### src/sv/hudv_pkg.sv
`timescale 1ns / 1ps
package hudv_pkg;

	localparam int CountW   = 15;
	localparam int MaxW     = 14;
	localparam int QDepth   = 4;
	localparam int QAw      = $clog2(QDepth);
	localparam int AccW     = 21;

	localparam logic [MaxW-1:0]   MaxBytesRst = 14'd4096;
	localparam logic [CountW-1:0] CountMax    = 15'h7FFF;

	localparam logic [0:0] RegMaxBytes = 1'b0;

	// one classified character on its way to the UTF-8 checker
	typedef struct packed {
		logic [7:0] data;
		logic       byte_ok;
		logic       last;
		logic       err;
	} hudv_op_t;

	typedef struct packed {
		logic full;
		logic empty;
	} hudv_qstat_t;

endpackage

### src/sv/hudv_front.sv
`timescale 1ns / 1ps
module hudv_front
	import hudv_pkg::*;
(
	input  logic            clk,
	input  logic            arst_n,
	input  logic            take,
	input  logic [7:0]      hex_char,
	input  logic            last,
	input  logic [MaxW-1:0] max_bytes,
	output hudv_op_t        op
);

	logic [CountW-1:0] char_count_q;
	logic [3:0]        high_nibble_q;
	logic              high_valid_q;
	logic              odd_phase_q;

	logic [CountW-1:0] count_nx;
	logic [3:0]        nib;
	logic              nib_ok;
	logic              byte_ok;

	always_comb begin
		nib    = 4'd0;
		nib_ok = 1'b0;
		if (hex_char >= 8'h30 && hex_char <= 8'h39) begin
			nib    = hex_char[3:0];
			nib_ok = 1'b1;
		end else if (hex_char >= 8'h61 && hex_char <= 8'h66) begin
			nib    = hex_char[3:0] + 4'd9;
			nib_ok = 1'b1;
		end
	end

	assign count_nx = (char_count_q < CountMax) ? char_count_q + 1'b1 : char_count_q;
	assign byte_ok  = odd_phase_q && high_valid_q && nib_ok;

	always_comb begin
		op.data    = byte_ok ? {high_nibble_q, nib} : 8'h00;
		op.byte_ok = byte_ok;
		op.last    = last;
		op.err     = !nib_ok || (count_nx > {max_bytes, 1'b0}) || (last && !odd_phase_q);
	end

	always_ff @(posedge clk or negedge arst_n) begin
		if (!arst_n) begin
			char_count_q  <= '0;
			high_nibble_q <= '0;
			high_valid_q  <= 1'b0;
			odd_phase_q   <= 1'b0;
		end else if (take) begin
			if (last) begin
				char_count_q  <= '0;
				high_nibble_q <= '0;
				high_valid_q  <= 1'b0;
				odd_phase_q   <= 1'b0;
			end else begin
				char_count_q  <= count_nx;
				odd_phase_q   <= !odd_phase_q;
				if (!odd_phase_q) begin
					high_nibble_q <= nib;
					high_valid_q  <= nib_ok;
				end else begin
					high_nibble_q <= '0;
					high_valid_q  <= 1'b0;
				end
			end
		end
	end

endmodule

### src/sv/hudv_queue.sv
`timescale 1ns / 1ps
module hudv_queue
	import hudv_pkg::*;
(
	input  logic        clk,
	input  logic        arst_n,
	input  logic        push,
	input  hudv_op_t    push_op,
	input  logic        pop,
	output hudv_op_t    pop_op,
	output hudv_qstat_t stat
);

	hudv_op_t        mem_q [QDepth];
	logic [QAw-1:0]  wr_ptr_q;
	logic [QAw-1:0]  rd_ptr_q;
	logic [QAw:0]    cnt_q;

	assign pop_op     = mem_q[rd_ptr_q];
	assign stat.full  = (cnt_q == QAw'(0) + (QAw+1)'(QDepth));
	assign stat.empty = (cnt_q == '0);

	always_ff @(posedge clk) begin
		if (push) begin
			mem_q[wr_ptr_q] <= push_op;
		end
	end

	always_ff @(posedge clk or negedge arst_n) begin
		if (!arst_n) begin
			wr_ptr_q <= '0;
			rd_ptr_q <= '0;
			cnt_q    <= '0;
		end else begin
			if (push) begin
				wr_ptr_q <= wr_ptr_q + 1'b1;
			end
			if (pop) begin
				rd_ptr_q <= rd_ptr_q + 1'b1;
			end
			if (push && !pop) begin
				cnt_q <= cnt_q + 1'b1;
			end else if (pop && !push) begin
				cnt_q <= cnt_q - 1'b1;
			end
		end
	end

endmodule

### src/sv/hudv_back.sv
`timescale 1ns / 1ps
module hudv_back
	import hudv_pkg::*;
(
	input  logic       clk,
	input  logic       arst_n,
	input  logic       q_empty,
	input  hudv_op_t   op,
	output logic       pop,
	output logic       out_valid,
	input  logic       out_stall,
	output logic [7:0] data_byte,
	output logic       byte_ready,
	output logic       done_res,
	output logic       accepted
);

	logic [AccW-1:0] acc_q;
	logic [1:0]      pend_q;
	logic [1:0]      len_q;
	logic            err_q;

	logic            valid_q;
	logic [7:0]      data_q;
	logic            ready_q;
	logic            done_q;
	logic            acc_ok_q;

	logic [AccW-1:0] acc_nx;
	logic [AccW-1:0] cp_join;
	logic [1:0]      pend_nx;
	logic [1:0]      len_nx;
	logic            err_nx;
	logic [7:0]      b;

	function automatic logic cp_bad(input logic [AccW-1:0] cp, input logic [1:0] len);
		logic bad;
		bad = 1'b0;
		if (len == 2'd1 && cp < 21'h80)            bad = 1'b1;
		if (len == 2'd2 && cp < 21'h800)           bad = 1'b1;
		if (len == 2'd3 && cp < 21'h10000)         bad = 1'b1;
		if (cp > 21'h10FFFF)                       bad = 1'b1;
		if (cp >= 21'hD800 && cp <= 21'hDFFF)      bad = 1'b1;
		if (cp == '0)                              bad = 1'b1;
		if (cp >= 21'h200B && cp <= 21'h200F)      bad = 1'b1;
		if (cp >= 21'h2028 && cp <= 21'h202E)      bad = 1'b1;
		if (cp >= 21'h2060 && cp <= 21'h206F)      bad = 1'b1;
		if (cp == 21'hFEFF)                        bad = 1'b1;
		return bad;
	endfunction

	assign pop     = !q_empty && (!valid_q || !out_stall);
	assign b       = op.data;
	assign cp_join = {acc_q[AccW-7:0], b[5:0]};

	always_comb begin
		acc_nx  = acc_q;
		pend_nx = pend_q;
		len_nx  = len_q;
		err_nx  = err_q || op.err;
		if (op.byte_ok) begin
			if (pend_q == 2'd0) begin
				if (b < 8'h80) begin
					if (b == 8'h00) err_nx = 1'b1;
				end else if (b >= 8'hC2 && b <= 8'hDF) begin
					acc_nx  = AccW'(b[4:0]);
					pend_nx = 2'd1;
					len_nx  = 2'd1;
				end else if (b >= 8'hE0 && b <= 8'hEF) begin
					acc_nx  = AccW'(b[3:0]);
					pend_nx = 2'd2;
					len_nx  = 2'd2;
				end else if (b >= 8'hF0 && b <= 8'hF4) begin
					acc_nx  = AccW'(b[2:0]);
					pend_nx = 2'd3;
					len_nx  = 2'd3;
				end else begin
					err_nx = 1'b1;
				end
			end else if (b[7:6] != 2'b10) begin
				err_nx  = 1'b1;
				pend_nx = 2'd0;
			end else begin
				acc_nx  = cp_join;
				pend_nx = pend_q - 1'b1;
				if (pend_q == 2'd1 && cp_bad(cp_join, len_q)) err_nx = 1'b1;
			end
		end
		if (op.last && pend_nx != 2'd0) err_nx = 1'b1;
	end

	always_ff @(posedge clk or negedge arst_n) begin
		if (!arst_n) begin
			acc_q   <= '0;
			pend_q  <= '0;
			len_q   <= '0;
			err_q   <= 1'b0;
			valid_q <= 1'b0;
		end else begin
			if (pop) begin
				if (op.last) begin
					acc_q  <= '0;
					pend_q <= '0;
					len_q  <= '0;
					err_q  <= 1'b0;
				end else begin
					acc_q  <= acc_nx;
					pend_q <= pend_nx;
					len_q  <= len_nx;
					err_q  <= err_nx;
				end
				valid_q <= 1'b1;
			end else if (!out_stall) begin
				valid_q <= 1'b0;
			end
		end
	end

	always_ff @(posedge clk) begin
		if (pop) begin
			data_q   <= op.data;
			ready_q  <= op.byte_ok;
			done_q   <= op.last;
			acc_ok_q <= op.last && !err_nx;
		end
	end

	assign out_valid  = valid_q;
	assign data_byte  = data_q;
	assign byte_ready = ready_q;
	assign done_res   = done_q;
	assign accepted   = acc_ok_q;

endmodule

### src/sv/hex_utf8_validating_decoder_core.sv
`timescale 1ns / 1ps
// Hex string to strict UTF-8 validator. One lower-case hex character is taken per cycle
// while in_stall is low and one result comes out for every character, so the block
// sustains one item per clock when neither side stalls. Each character is decoded into
// a four-entry queue and then checked into the output register that drives out_valid;
// out_stall holds it in the queue. in_stall rises only when the
// queue is full. A completed pair gives data_byte with byte_ready; the character
// marked last carries done_res and the accepted verdict, and clears all string state.
// max_bytes (address 0, reset 4096) bounds the decoded length; 0 rejects all strings.
module hex_utf8_validating_decoder_core
	import hudv_pkg::*;
(
	input  logic        clk,
	input  logic        arst_n,
	input  logic        psel,
	input  logic        penable,
	input  logic        pwrite,
	input  logic [2:0]  paddr,
	input  logic [31:0] pwdata,
	output logic [31:0] prdata,
	output logic        pready,
	input  logic        in_valid,
	output logic        in_stall,
	input  logic [7:0]  hex_char,
	input  logic        last,
	output logic        out_valid,
	input  logic        out_stall,
	output logic [7:0]  data_byte,
	output logic        byte_ready,
	output logic        done_res,
	output logic        accepted
);

	logic [MaxW-1:0] max_bytes_q;
	hudv_op_t        f_op;
	hudv_op_t        b_op;
	hudv_qstat_t     q_stat;
	logic            take;
	logic            pop;

	assign pready = 1'b1;
	assign prdata = (paddr[2] == RegMaxBytes) ? {{(32-MaxW){1'b0}}, max_bytes_q} : 32'h0;

	always_ff @(posedge clk or negedge arst_n) begin
		if (!arst_n) begin
			max_bytes_q <= MaxBytesRst;
		end else if (psel && penable && pwrite && paddr[2] == RegMaxBytes) begin
			max_bytes_q <= pwdata[MaxW-1:0];
		end
	end

	assign in_stall = q_stat.full;
	assign take     = in_valid && !q_stat.full;

	hudv_front u_front (
		.clk       (clk),
		.arst_n    (arst_n),
		.take      (take),
		.hex_char  (hex_char),
		.last      (last),
		.max_bytes (max_bytes_q),
		.op        (f_op)
	);

	hudv_queue u_queue (
		.clk     (clk),
		.arst_n  (arst_n),
		.push    (take),
		.push_op (f_op),
		.pop     (pop),
		.pop_op  (b_op),
		.stat    (q_stat)
	);

	hudv_back u_back (
		.clk        (clk),
		.arst_n     (arst_n),
		.q_empty    (q_stat.empty),
		.op         (b_op),
		.pop        (pop),
		.out_valid  (out_valid),
		.out_stall  (out_stall),
		.data_byte  (data_byte),
		.byte_ready (byte_ready),
		.done_res   (done_res),
		.accepted   (accepted)
	);

	a_acc_only_done: assert property (@(posedge clk) disable iff (!arst_n)
		(out_valid && accepted) |-> done_res)
		else $error("accepted without done_res");

	a_no_byte_zero: assert property (@(posedge clk) disable iff (!arst_n)
		(out_valid && !byte_ready) |-> (data_byte == 8'h00))
		else $error("data_byte nonzero without byte_ready");

	a_no_phantom: assert property (@(posedge clk) disable iff (!arst_n)
		(q_stat.empty && !out_valid) |=> !out_valid)
		else $error("result without a queued request");

endmodule
### config.mk
export PLATFORM = sky130hd
export DESIGN_NAME = hex_utf8_validating_decoder_core
export DESIGN_NICKNAME = d
export VERILOG_FILES = /design/src/sv/hudv_pkg.sv /design/src/sv/hudv_front.sv /design/src/sv/hudv_queue.sv /design/src/sv/hudv_back.sv /design/src/sv/hex_utf8_validating_decoder_core.sv
export SDC_FILE = /design/constraint.sdc
export NUM_CORES = 1
export LEC_CHECK = 0
export BUFFER_PORTS_ARGS = -buffer_cell sky130_fd_sc_hd__buf_2
export CAP_MARGIN = 20
export CORE_ASPECT_RATIO = 0.5
export CORE_MARGIN = 8
export CORE_UTILIZATION = 45
export CTS_BUF_LIST = sky130_fd_sc_hd__clkbuf_16
export CTS_CLUSTER_DIAMETER = 100
export DETAILED_ROUTE_END_ITERATION = 8
export PLACE_DENSITY = 0.76
export SYNTH_ARGS = -nofsm -noshare
export SYNTH_HDL_FRONTEND = slang
export SYNTH_HIERARCHICAL = 1
export SYNTH_SLANG_ARGS = --single-unit
### constraint.sdc
create_clock -name clk -period 6 [get_ports clk]
set_clock_uncertainty 0.2 [all_clocks]
set_input_delay 1.2 -clock clk [delete_from_list [all_inputs] [get_ports clk]]
set_output_delay 1.2 -clock clk [all_outputs]
set_load 0.05 [all_outputs]
==> results.md, run 1 <==
- Status: finished clean
- Synth Instances: roughly 530
- Final Hold Fails: 0
- Slew HR: around 43%
- Main synth FF type: dfrtp_1
- DR pass1 iterations: 5
- Grt ovf: 0
- Met3 Usage GRT: under 10%
- Starting Density: 45.2%
- Post-route antenna net violation count: 0
- Crit-path max FO: 7
- Combinational Power Share: between 30% and 40%
- Share of cells above drive strength 1: 24.0%
- I/O pins: 97
- Post-route design area: ~7400 um2
- CP arrival: 3.85 ns
- Row cnt: 31
- Met1 GRT Util: 17.9%
- Die Span Y: roughly 100 um
- Unique masters post-synth: between 80 and 90
- Skew-Pair Late Insertion Delay: a little over 0.4 ns
- # H-tree levels: 4
- DRT iter0 DRCs: between 200 and 300
- Post-synth EDFFs: 55
- Least-Margin Pin Slew: about 0.85 ns
- Critical path startpoint category: flip-flop
- Initial antenna violation count: 0
- Final setup violation count: 0
- Die Width: 185 um
- Vias in the first global route: 4271
- CTS tree: yes
- DRC: 0
- # port buffers: between 50 and 60
- Clock tree buffer depth: 2
- Post-CTS Resized: 0
- Final GP Congestion: ~0.84
- Area grow syn2layout: 14.3%
- Critical path class: reg -> reg
- Hold WC Path Type: reg -> reg
- Layer with the highest usage: met2
- Core Area: approximately 14000 um2
- Post-DP HPWL: 8.75 mm
- Maximum VDD drop: around 0.00019 V
- Post-synth ARST share: ~53%
- Synth Register Bits: ~120
- Sequential power share: a little under two fifths
- Register area share after synthesis: between 50% and 60%
- MaxCap Viol Count: 0
- Syn. warnings: 6
- Leakage: around 3.2 nW
- Final setup TNS: 0 ns
- Syn avg cell area: ~12 um2
- Post-layout nets: 661
- Global-route wire length before repair: between 20 and 25 mm
- Fraction of power spent switching nets: 37.8%
- Clock Sink Count: approximately 120
- Endpoint class of the critical path: flip-flop
- Total wire length: 12.8 mm
- Pwr/cell area: 430 nW/um2
- Post-cts hold buffer count: 0
- Post-CTS Setup Bufs: 0
- Final Max Slew Viols: 0
- Min Tclk post-route: 3.97 ns
- Drt wl/cell: about 16 um
- Largest net degree at the start of global routing: 64
- Global Route Usage Sum: between 10% and 20%
- Pint: around 2.0 mW
- Area after DPL: about 6800 um2
- Final core utilization: 51.7%
- Clk root buf: clkbuf_16
- Met2 Track Usage GR: 23.1%
- Peak Freq: roughly 250 MHz
- Fin crit share: 66.2%
- Vias per inst: ~5.5
- Via count: 4370
- Cell Area, Synth: 6440 um2
- Ant diodes: 0
- Switching power of the nets: 1.19 mW
- Clock transition at path regs: roughly 0.06 ns
- Clock share of power: 30.9%
- Worst Path Required: ~6 ns
- RSZ-0062 raised after global routing: no
- CTS buffer count: 17
- Die ar.: approximately 19000 um2
-- power groups by stage --
stage | Clock [mW] | Combinational [mW] | Sequential, mW
floorplan | 0 | 0.733 | 1.24
global placement | 0 | 0.983 | 1.18
detailed placement | 0 | 1.01 | 1.19
CTS | 0.996 | 1.02 | 1.17
global route | 1.03 | 1.11 | 1.20
finish | 0.977 | 1.02 | 1.17
-- routing by layer --
metal,vias to the layer above,share of wire (%)
met5,-,0
met4,0,1.1
met3,19,5.3
met2,120,49
met1,2161,45
li1,2070,-
-- worst paths after layout --
check	startpoint	endpoint	slack, ns	cells past startpoint
min in group asynchronous	arst_n	max_bytes_q[13]$_DFFE_PN0P_	0.76	2
max reg2reg	u_front/char_count_q[2]$_DFFE_PN0P_	u_queue/mem_q[1][0]$_DFFE_PP_	2.03	11
max	u_front/char_count_q[2]$_DFFE_PN0P_	u_queue/mem_q[1][0]$_DFFE_PP_	2.03	11
max in group asynchronous	arst_n	u_back/acc_q[12]$_DFFE_PN0P_	4.26	2
min reg2reg	u_front/high_nibble_q[2]$_DFFE_PN0P_	u_front/high_nibble_q[2]$_DFFE_PN0P_	0.28	1
min	u_front/high_nibble_q[2]$_DFFE_PN0P_	u_front/high_nibble_q[2]$_DFFE_PN0P_	0.28	1
-- cells in the final DEF, fill, tap and decap left out, types with 11 or more instances in the layout --
cell type and instances:
a21oi_1 16, conb_1 19, nor2b_1 13, nand2_1 28, clkbuf_16 17, ha_1 25
o21ai_0 18, nor2_1 25, buf_2 57, a22o_1 13, inv_1 29, xnor2_1 11
edfxtp_1 55, dfrtp_1 62
-- cells in the mapped netlist (3+ instances only) --
| library cell | number | area, um2 |
|---|---|---|
| nand3_1 | 9 | 45.0 |
| nor3_1 | 8 | 40.0 |
| a22oi_1 | 3 | 22.5 |
| inv_1 | 28 | 105 |
| and2b_1 | 4 | 30.0 |
| buf_2 | 4 | 20.0 |
| o31ai_1 | 5 | 37.5 |
| nand2b_1 | 6 | 37.5 |
| mux2_4 | 10 | 150 |
| nand3_4 | 3 | 52.6 |
| dfrtp_1 | 62 | 1550 |
| o211ai_1 | 3 | 22.5 |
| nor2b_1 | 13 | 81.3 |
| and3_1 | 4 | 25.0 |
| buf_4 | 24 | 180 |
| or4_1 | 6 | 45.0 |
| and4_1 | 3 | 26.3 |
| xor2_1 | 7 | 61.3 |
| mux4_1 | 3 | 78.8 |
| xnor2_1 | 11 | 96.3 |
| o311ai_0 | 3 | 26.3 |
| nand3b_1 | 4 | 30.0 |
| o2bb2ai_1 | 7 | 61.3 |
| nor2_1 | 25 | 93.8 |
| a21oi_1 | 16 | 80.1 |
| a22o_1 | 13 | 114 |
| mux2_2 | 5 | 56.3 |
| ha_1 | 25 | 313 |
| nand2_1 | 28 | 105 |
| nor4_1 | 4 | 25.0 |
| nand4_1 | 5 | 31.3 |
| a211oi_1 | 3 | 22.5 |
| edfxtp_1 | 55 | 1650 |
| o21ai_1 | 3 | 15.0 |
| a21o_1 | 4 | 30.0 |
| and2_1 | 10 | 62.6 |
| mux4_2 | 8 | 180 |
| a31oi_1 | 5 | 31.3 |
| clkbuf_1 | 8 | 30.0 |
| o21a_1 | 4 | 30.0 |
| o21bai_1 | 3 | 22.5 |
| o21ai_0 | 18 | 90.1 |
-- critical path: stages (launching register included) --
cell	delay, ns
dfrtp_1	0.55
and4_4	0.32
nand3_2	0.14
nor3_1	0.35
nor2_1	0.13
xor2_1	0.16
ha_1	0.30
a21o_1	0.16
a211oi_1	0.24
a211oi_1	0.13
a2111oi_0	0.62
o21ai_0	0.34
-- stage by stage --
step                std cells  hold slack [ns]  total power [mW]  setup WS [ns]
detailed placement        763            0.269              2.20           2.27
global placement          763            0.269              2.16           2.27
global route              795            0.295              3.34           1.89
finish                    795            0.277              3.16           2.03
CTS                       795            0.284              3.19           2.25
floorplan                 546            0.248              1.98           2.50
-- flip-flops by register name, indices dropped and copies added, names as in the netlist --
| name | cells |
|---|---|
| u_queue/cnt_q | 3 |
| u_front/char_count_q | 15 |
| u_back/byte_ready | 1 |
| u_back/data_byte | 8 |
| u_front/high_valid_q | 1 |
| u_back/len_q | 2 |
| max_bytes_q | 14 |
| u_back/acc_q | 15 |
| u_back/accepted | 1 |
| u_back/done_res | 1 |
| u_back/out_valid | 1 |
| u_back/pend_q | 2 |
| u_back/err_q | 1 |
| u_queue/mem_q | 44 |
| u_queue/wr_ptr_q | 2 |
| u_front/odd_phase_q | 1 |
| u_front/high_nibble_q | 4 |
| u_queue/rd_ptr_q | 2 |
-- area by class of cell --
cell class | instances | area, um2
Fill cell | 1227 | 6880
Sequential cell | 118 | 3230
Multi-Input combinational cell | 360 | 2910
Clock buffer | 17 | 425
Timing Repair Buffer | 59 | 300
Tap cell | 198 | 248
Clock inverter | 15 | 146
Inverter | 28 | 105
-- cell families (layout without fill, tap and decap cells) --
logic type | after synthesis | in the layout | synth area share (%)
muxes | 26 | 26 | 7.23
AOI/OAI and AO/OA | 112 | 112 | 13.2
other | 2 | 19 | 0.117
and+or+nand+nor | 159 | 159 | 16.0
DFF | 118 | 118 | 50.2
buffers and inverters | 68 | 119 | 5.69
adders and majority gates | 26 | 26 | 5.17
xor gates and xnor gates | 18 | 18 | 2.45
Note: power is estimated with default switching activity, not from simulation.
==> run 2, diff against run 1 <==
--- a/config.mk
+++ b/config.mk
@@ -13,7 +13,7 @@
 export CTS_BUF_LIST = sky130_fd_sc_hd__clkbuf_16
 export CTS_CLUSTER_DIAMETER = 100
 export DETAILED_ROUTE_END_ITERATION = 8
-export PLACE_DENSITY = 0.76
+export PLACE_DENSITY = 0.79
 export SYNTH_ARGS = -nofsm -noshare
 export SYNTH_HDL_FRONTEND = slang
 export SYNTH_HIERARCHICAL = 1
==> constraint.sdc (replaced) <==
create_clock -name clk -period 3.2 [get_ports clk]
set_clock_uncertainty 0.2 [all_clocks]
set_input_delay 0.64 -clock clk [delete_from_list [all_inputs] [get_ports clk]]
set_output_delay 0.64 -clock clk [all_outputs]
set_load 0.05 [all_outputs]
==> results.md, run 2 (synthesis results as in run 1) <==
- Status: finished clean
- Layer with the highest usage: met2
- Vias per inst: approximately 5.4
- Row cnt: 31
- Peak Freq: around 320 MHz
- Maximum VDD drop: roughly 0.00045 V
- Ant diodes: 0
- Max incr delay on CP: between 0.4 and 0.5 ns
- Slew HR: between 40% and 50%
- Met1 GRT Util: a little under a fifth
- Post-route antenna net violation count: 0
- Clk root buf: clkbuf_16
- Critical path class: reg -> reg
- Slowest-stage cell, CP: dfrtp_2
- Die Width: about 190 um
- Min Tclk post-route: between 3 and 4 ns
- Core Area: approximately 14000 um2
- I/O pins: slightly below 100
- Largest Register: u_queue/mem_q
- CP bufs+invs: 1
- Global Route Usage Sum: between 10% and 20%
- Most frequent cells in the layout: buf_2, dfrtp_1, buf_4
- # port buffers: 57
- Initial antenna violation count: 0
- Crit-path max FO: 6
- Global-route wire length before repair: between 20 and 25 mm
- Least-Margin Pin Slew: 0.833 ns
- Hold WC Path Type: in -> async
- Skew-Pair Late Insertion Delay: 0.41 ns
- Worst r2r path cells: 11
- Power Total: about 6.3 mW
- Die Span Y: between 100 and 150 um
- Fillcell total: between 1k and 1.5k
- Final Hold Fails: 0
- Post-layout nets: roughly 700
- DR pass1 iterations: 5
- Grt ovf: 0
- Most used cell, CP: and4_4
- Worst path depth: 11
- Starting Density: 45.2%
- Via count: approximately 4.6k
- Share of cells above drive strength 1: 33.6%
- Critical-path cell list: and4_4 > a2111oi_4 > nand2_1 > xnor2_1 > ha_1 > and4_4 > nand3_2 > a211oi_2 > a2111oi_2 > buf_4 > o21ai_4
- Largest regs: u_queue/mem_q (44), u_back/acc_q (15), u_front/char_count_q (15)
- Clock Sink Count: 118
- Leakage: approximately 3.5 nW
- Met2 Track Usage GR: between 20 and 30%
- Fin crit share: a little over nine tenths
- Clock tree buffer depth: 2
- DRC: 0
- Clock transition at path regs: roughly 0.06 ns
- Area grow syn2layout: 23.4%
- # H-tree levels: 4
- Max reg flops: 44
- Post-DP HPWL: 9.76 mm
- Post-cts hold buffer count: 0
- Pwr/cell area: slightly below 800 nW/um2
- Final non-filler cell total: around 850
- Vias in the first global route: between 4k and 5k
- DRT iter0 DRCs: roughly 370
- Total wire length: approximately 14 mm
- MaxCap Viol Count: 0
- Critical path startpoint category: flip-flop
- Met3 Usage GRT: around 2.7%
- CTS buffer count: 17
- CTS tree: yes
- Endpoint class of the critical path: flip-flop
- Crit path max-delay family: compound AO/OA/AOI/OAI gates
- Die ar.: between 15000 and 20000 um2
- CP arrival: about 3.2 ns
- Final Max Slew Viols: 0
- Placed Cells: approximately 800
- Drt wl/cell: 16.7 um
- Final GP Congestion: 0.860
- Worst Path Required: approximately 3.2 ns
- Final setup violation count: 0
- Largest net degree at the start of global routing: 64
-- run 2: power by group --
part | switching (mW) | leakage [nW] | internal (mW) | total, mW
logic | 1.38 | 1.83 | 0.840 | 2.22
registers | 0.214 | 1.36 | 1.94 | 2.15
clock network | 0.703 | 0.291 | 1.23 | 1.93
total | 2.30 | 3.48 | 4.01 | 6.31
-- run 2: what timing repair did --
item,in CTS,in global routing
buffers inserted,0,6
setup endpoints to repair,4,20
resized for setup,11,16
pin swaps,1,14
-- run 2: worst paths after layout --
path / from / end / slack (ns)
worst max register to register: u_front/char_count_q[12]$_DFFE_PN0P_ / u_queue/mem_q[2][0]$_DFFE_PP_ / 0.06
worst max-delay path: u_front/char_count_q[12]$_DFFE_PN0P_ / u_queue/mem_q[2][0]$_DFFE_PP_ / 0.06
worst min register to register: u_front/high_nibble_q[0]$_DFFE_PN0P_ / u_front/high_nibble_q[0]$_DFFE_PN0P_ / 0.28
worst min-delay path: arst_n / max_bytes_q[10]$_DFFE_PN0P_ / 0.21
min in group clk: pwdata[11] / max_bytes_q[11]$_DFFE_PN0P_ / 0.26
max in group asynchronous: arst_n / u_front/char_count_q[3]$_DFFE_PN0P_ / 2.00
-- run 2: metrics by stage --
step                      cell area [um2]  hold WS [ns]  setup WS (ns)  util [%]  TNS, ns
after floorplan                      6510         0.144         0.0461         -        0
after global placement               7190         0.269         -0.220      50.5   -0.881
after detailed placement             7190         0.274         -0.353      50.5    -1.41
after CTS                            7830         0.244        0.00503      55.0        0
after global routing                 7950         0.258        -0.0420      55.8   -0.164
final                                7950         0.211         0.0631      55.8        0
-- run 2: area by class of cell --
class	instances	area [um2]	area share, %
flip-flops and latches	118	3240	40.7
repair buffers	116	757	9.53
multi-input cells	360	3000	37.7
clock inverters	15	179	2.25
well taps	198	248	3.12
inverters	28	105	1.32
clock buffers	17	425	5.35
-- run 2: per-layer routing --
layer,up-vias,wire (um)
met5,-,0
li1,2177,-
met1,2249,6210
met4,0,156
met2,136,7130
met3,16,694
-- run 2: worst reg2reg max path, stage by stage, from the launching register on --
cell and delay [ns]:
dfrtp_2 0.44, and4_4 0.21, a2111oi_4 0.44, nand2_1 0.15
xnor2_1 0.16, ha_1 0.32, and4_4 0.25, nand3_2 0.11
a211oi_2 0.29, a2111oi_2 0.07, buf_4 0.15, o21ai_4 0.18
==> run 3, diff against run 2 <==
==> constraint.sdc (replaced) <==
create_clock -name clk -period 3.2 [get_ports clk]
set_clock_uncertainty 0.2 [all_clocks]
set_input_delay 0.64 -clock clk [delete_from_list [all_inputs] [get_ports clk]]
set_output_delay 0.64 -clock clk [all_outputs]
set_load 0.1 [all_outputs]
==> results.md, run 3 (synthesis results as in run 1) <==
- Status: finished, violations left
- Failing checks: negative setup slack
- Vias per inst: between 5 and 6
- Pre-CTS setup slack: -0.456 ns
- Setup slack, reg-to-reg: -0.02 ns
- Core Area: 14200 um2
- Global-route wire length before repair: 24.4 mm
- Final GP Congestion: 0.910
- Max incr delay on CP: approximately 0.46 ns
- RSZ-0062 raised after global routing: yes
- Die ar.: between 15000 and 20000 um2
- Crit-path max FO: 5
- Final worst slack: -0.0166 ns
- Most frequent cells in the layout: buf_4, dfrtp_1, buf_2
- CTS tree: yes
- Slowest-stage cell, CP: a2111oi_4
- Starting Density: approximately 45%
- Post-DP HPWL: just over 10 mm
- Crit path max-delay family: compound AO/OA/AOI/OAI gates
- Slew HR: between 50% and 60%
- Critical path startpoint category: flip-flop
- Worst r2r path cells: 12
- Fin crit share: 101%
- Worst path depth: 12
- Clock transition at path regs: 0.06 ns
- Sequential standard cell area: 3230 um2
- Final Max Slew Viols: 0
- CP startpoint: u_front/char_count_q[2]$_DFFE_PN0P_
- CTS buffer count: 17
- Largest Register: u_queue/mem_q
- DRC: 0
- Min Tclk post-route: between 3 and 4 ns
- Area of the multi-input gates: approximately 3100 um2
- Global Route Usage Sum: between 15 and 20%
- Critical path class: reg -> reg
- Via count: 4788
- Clock Sink Count: about 120
- Vias in the first global route: approximately 5k
- Initial antenna violation count: 0
- Pwr/cell area: slightly above 800 nW/um2
- Least-Margin Pin Slew: 0.697 ns
- Hold WC Path Type: in -> async
- R2r startpoint: u_front/char_count_q[2]$_DFFE_PN0P_
- Post-route antenna net violation count: 0
- Total wire length: ~15 mm
- DRT iter0 DRCs: 370
- # port buffers: 57
- Peak Freq: a little over 300 MHz
- Drt wl/cell: approximately 18 um
- Max reg flops: 44
- MaxCap Viol Count: 0
- Endpoint class of the critical path: flip-flop
- DR pass1 iterations: 5
- Final Hold Fails: 0
- Post-cts hold buffer count: 0
- Worst Path Required: approximately 3.1 ns
- Share of cells above drive strength 1: around 36%
- # H-tree levels: 4
- Die Width: between 150 and 200 um
- Critical R2R Capture: u_queue/mem_q[0][0]$_DFFE_PP_
- Placed Cells: between 800 and 900
- Most used cell, CP: buf_4
- Critical Path End: u_queue/mem_q[0][0]$_DFFE_PP_
- CP arrival: between 3 and 4 ns
- Skew-Pair Late Insertion Delay: around 0.4 ns
- Grt ovf: 0
- Area grow syn2layout: 27.1%
- Area after DPL: 7200 um2
- Maximum VDD drop: around 0.00044 V
- Post-route design area: 8180 um2
- Final non-filler cell total: approximately 870
- Most common cell after layout, fill and taps aside: buf_4
- Row cnt: 31
- Critical-path cell list: buf_4 > buf_4 > nand3_4 > nor2_8 > and2_4 > nand3_2 > o21a_1 > ha_1 > and3_4 > a221o_1 > a2111oi_4 > o21ai_4
- Fillcell total: 1104
- Post-layout nets: between 700 and 800
- Ant diodes: 0
- Clock tree buffer depth: 2
- Final core utilization: 57.5%
- Clk root buf: clkbuf_16
- Die Span Y: 101 um
- Final setup violation count: 4
- Largest regs: u_queue/mem_q (44), u_back/acc_q (15), u_front/char_count_q (15)
- Leakage: between 3 and 4 nW
- Largest net degree at the start of global routing: 30
- CP bufs+invs: 2
- I/O pins: a little under 100
==> run 3: cell count changes in the layout (fill, tap and decap cells not counted), sizes merged <==
cell,previous run,this run
inv,32,33
buf,116,137
clkinv,5,3
==> run 3: stage by stage <==
stage / total power, mW / hold WS (ns) / TNS, ns
after global placement: 4.60 / 0.263 / -0.987
after CTS: 6.69 / 0.0842 / -0.00190
after global routing: 7.07 / 0.122 / -0.432
final: 6.79 / 0.0715 / -0.0653
after floorplan: 4.12 / 0.144 / 0
after detailed placement: 4.68 / 0.275 / -1.83
==> run 3: worst register-to-register path: cells and delay by family, from the launching register on <==
kind | cells | cell delay (ns)
flops | 1 | 0.41
buf+inv | 2 | 0.27
fa+ha+maj | 1 | 0.29
compound gates | 4 | 1.07
simple gates | 5 | 0.71
==> run 3: per-layer routing <==
layer  GRT usage, %  up-vias  wire length [um]
met1           18.8     2401              6430
met4           6.60        0               321
met5              0        -                 0
met3           3.13       25               619
met2           30.2      140              8120
li1               -     2222                 -
==> run 3: where the power goes <==
group	leakage (nW)	internal, mW	switching [mW]
registers	1.36	1.94	0.215
clock network	0.285	1.23	0.722
logic	1.98	0.859	1.82
==> run 3: worst min path at each step <==
stage / to / cells after the start
2_1_floorplan: max_bytes_q[0]$_DFFE_PN0P_ / 0
5_1_grt: u_front/char_count_q[7]$_DFFE_PN0P_ / 1
4_1_cts: u_front/char_count_q[7]$_DFFE_PN0P_ / 1
3_5_place_dp: u_front/high_nibble_q[0]$_DFFE_PN0P_ / 1
3_3_place_gp: u_front/high_nibble_q[0]$_DFFE_PN0P_ / 1
6_report: u_front/char_count_q[7]$_DFFE_PN0P_ / 1
==> run 3: area by class of cell <==
cell class / count / share of cell area [%]
Clock inverter: 14 / 2.13
Sequential cell: 118 / 39.5
Clock buffer: 17 / 5.20
Multi-Input combinational cell: 360 / 37.5
Tap cell: 198 / 3.03
Timing Repair Buffer: 137 / 11.4
Inverter: 28 / 1.28
==> run 3: repair_timing <==
item                                    in CTS  in global routing
pin swaps                                    7                 22
endpoints found under the setup margin       4                  6
resized for setup                           17                 22
buffers inserted                            15                 13
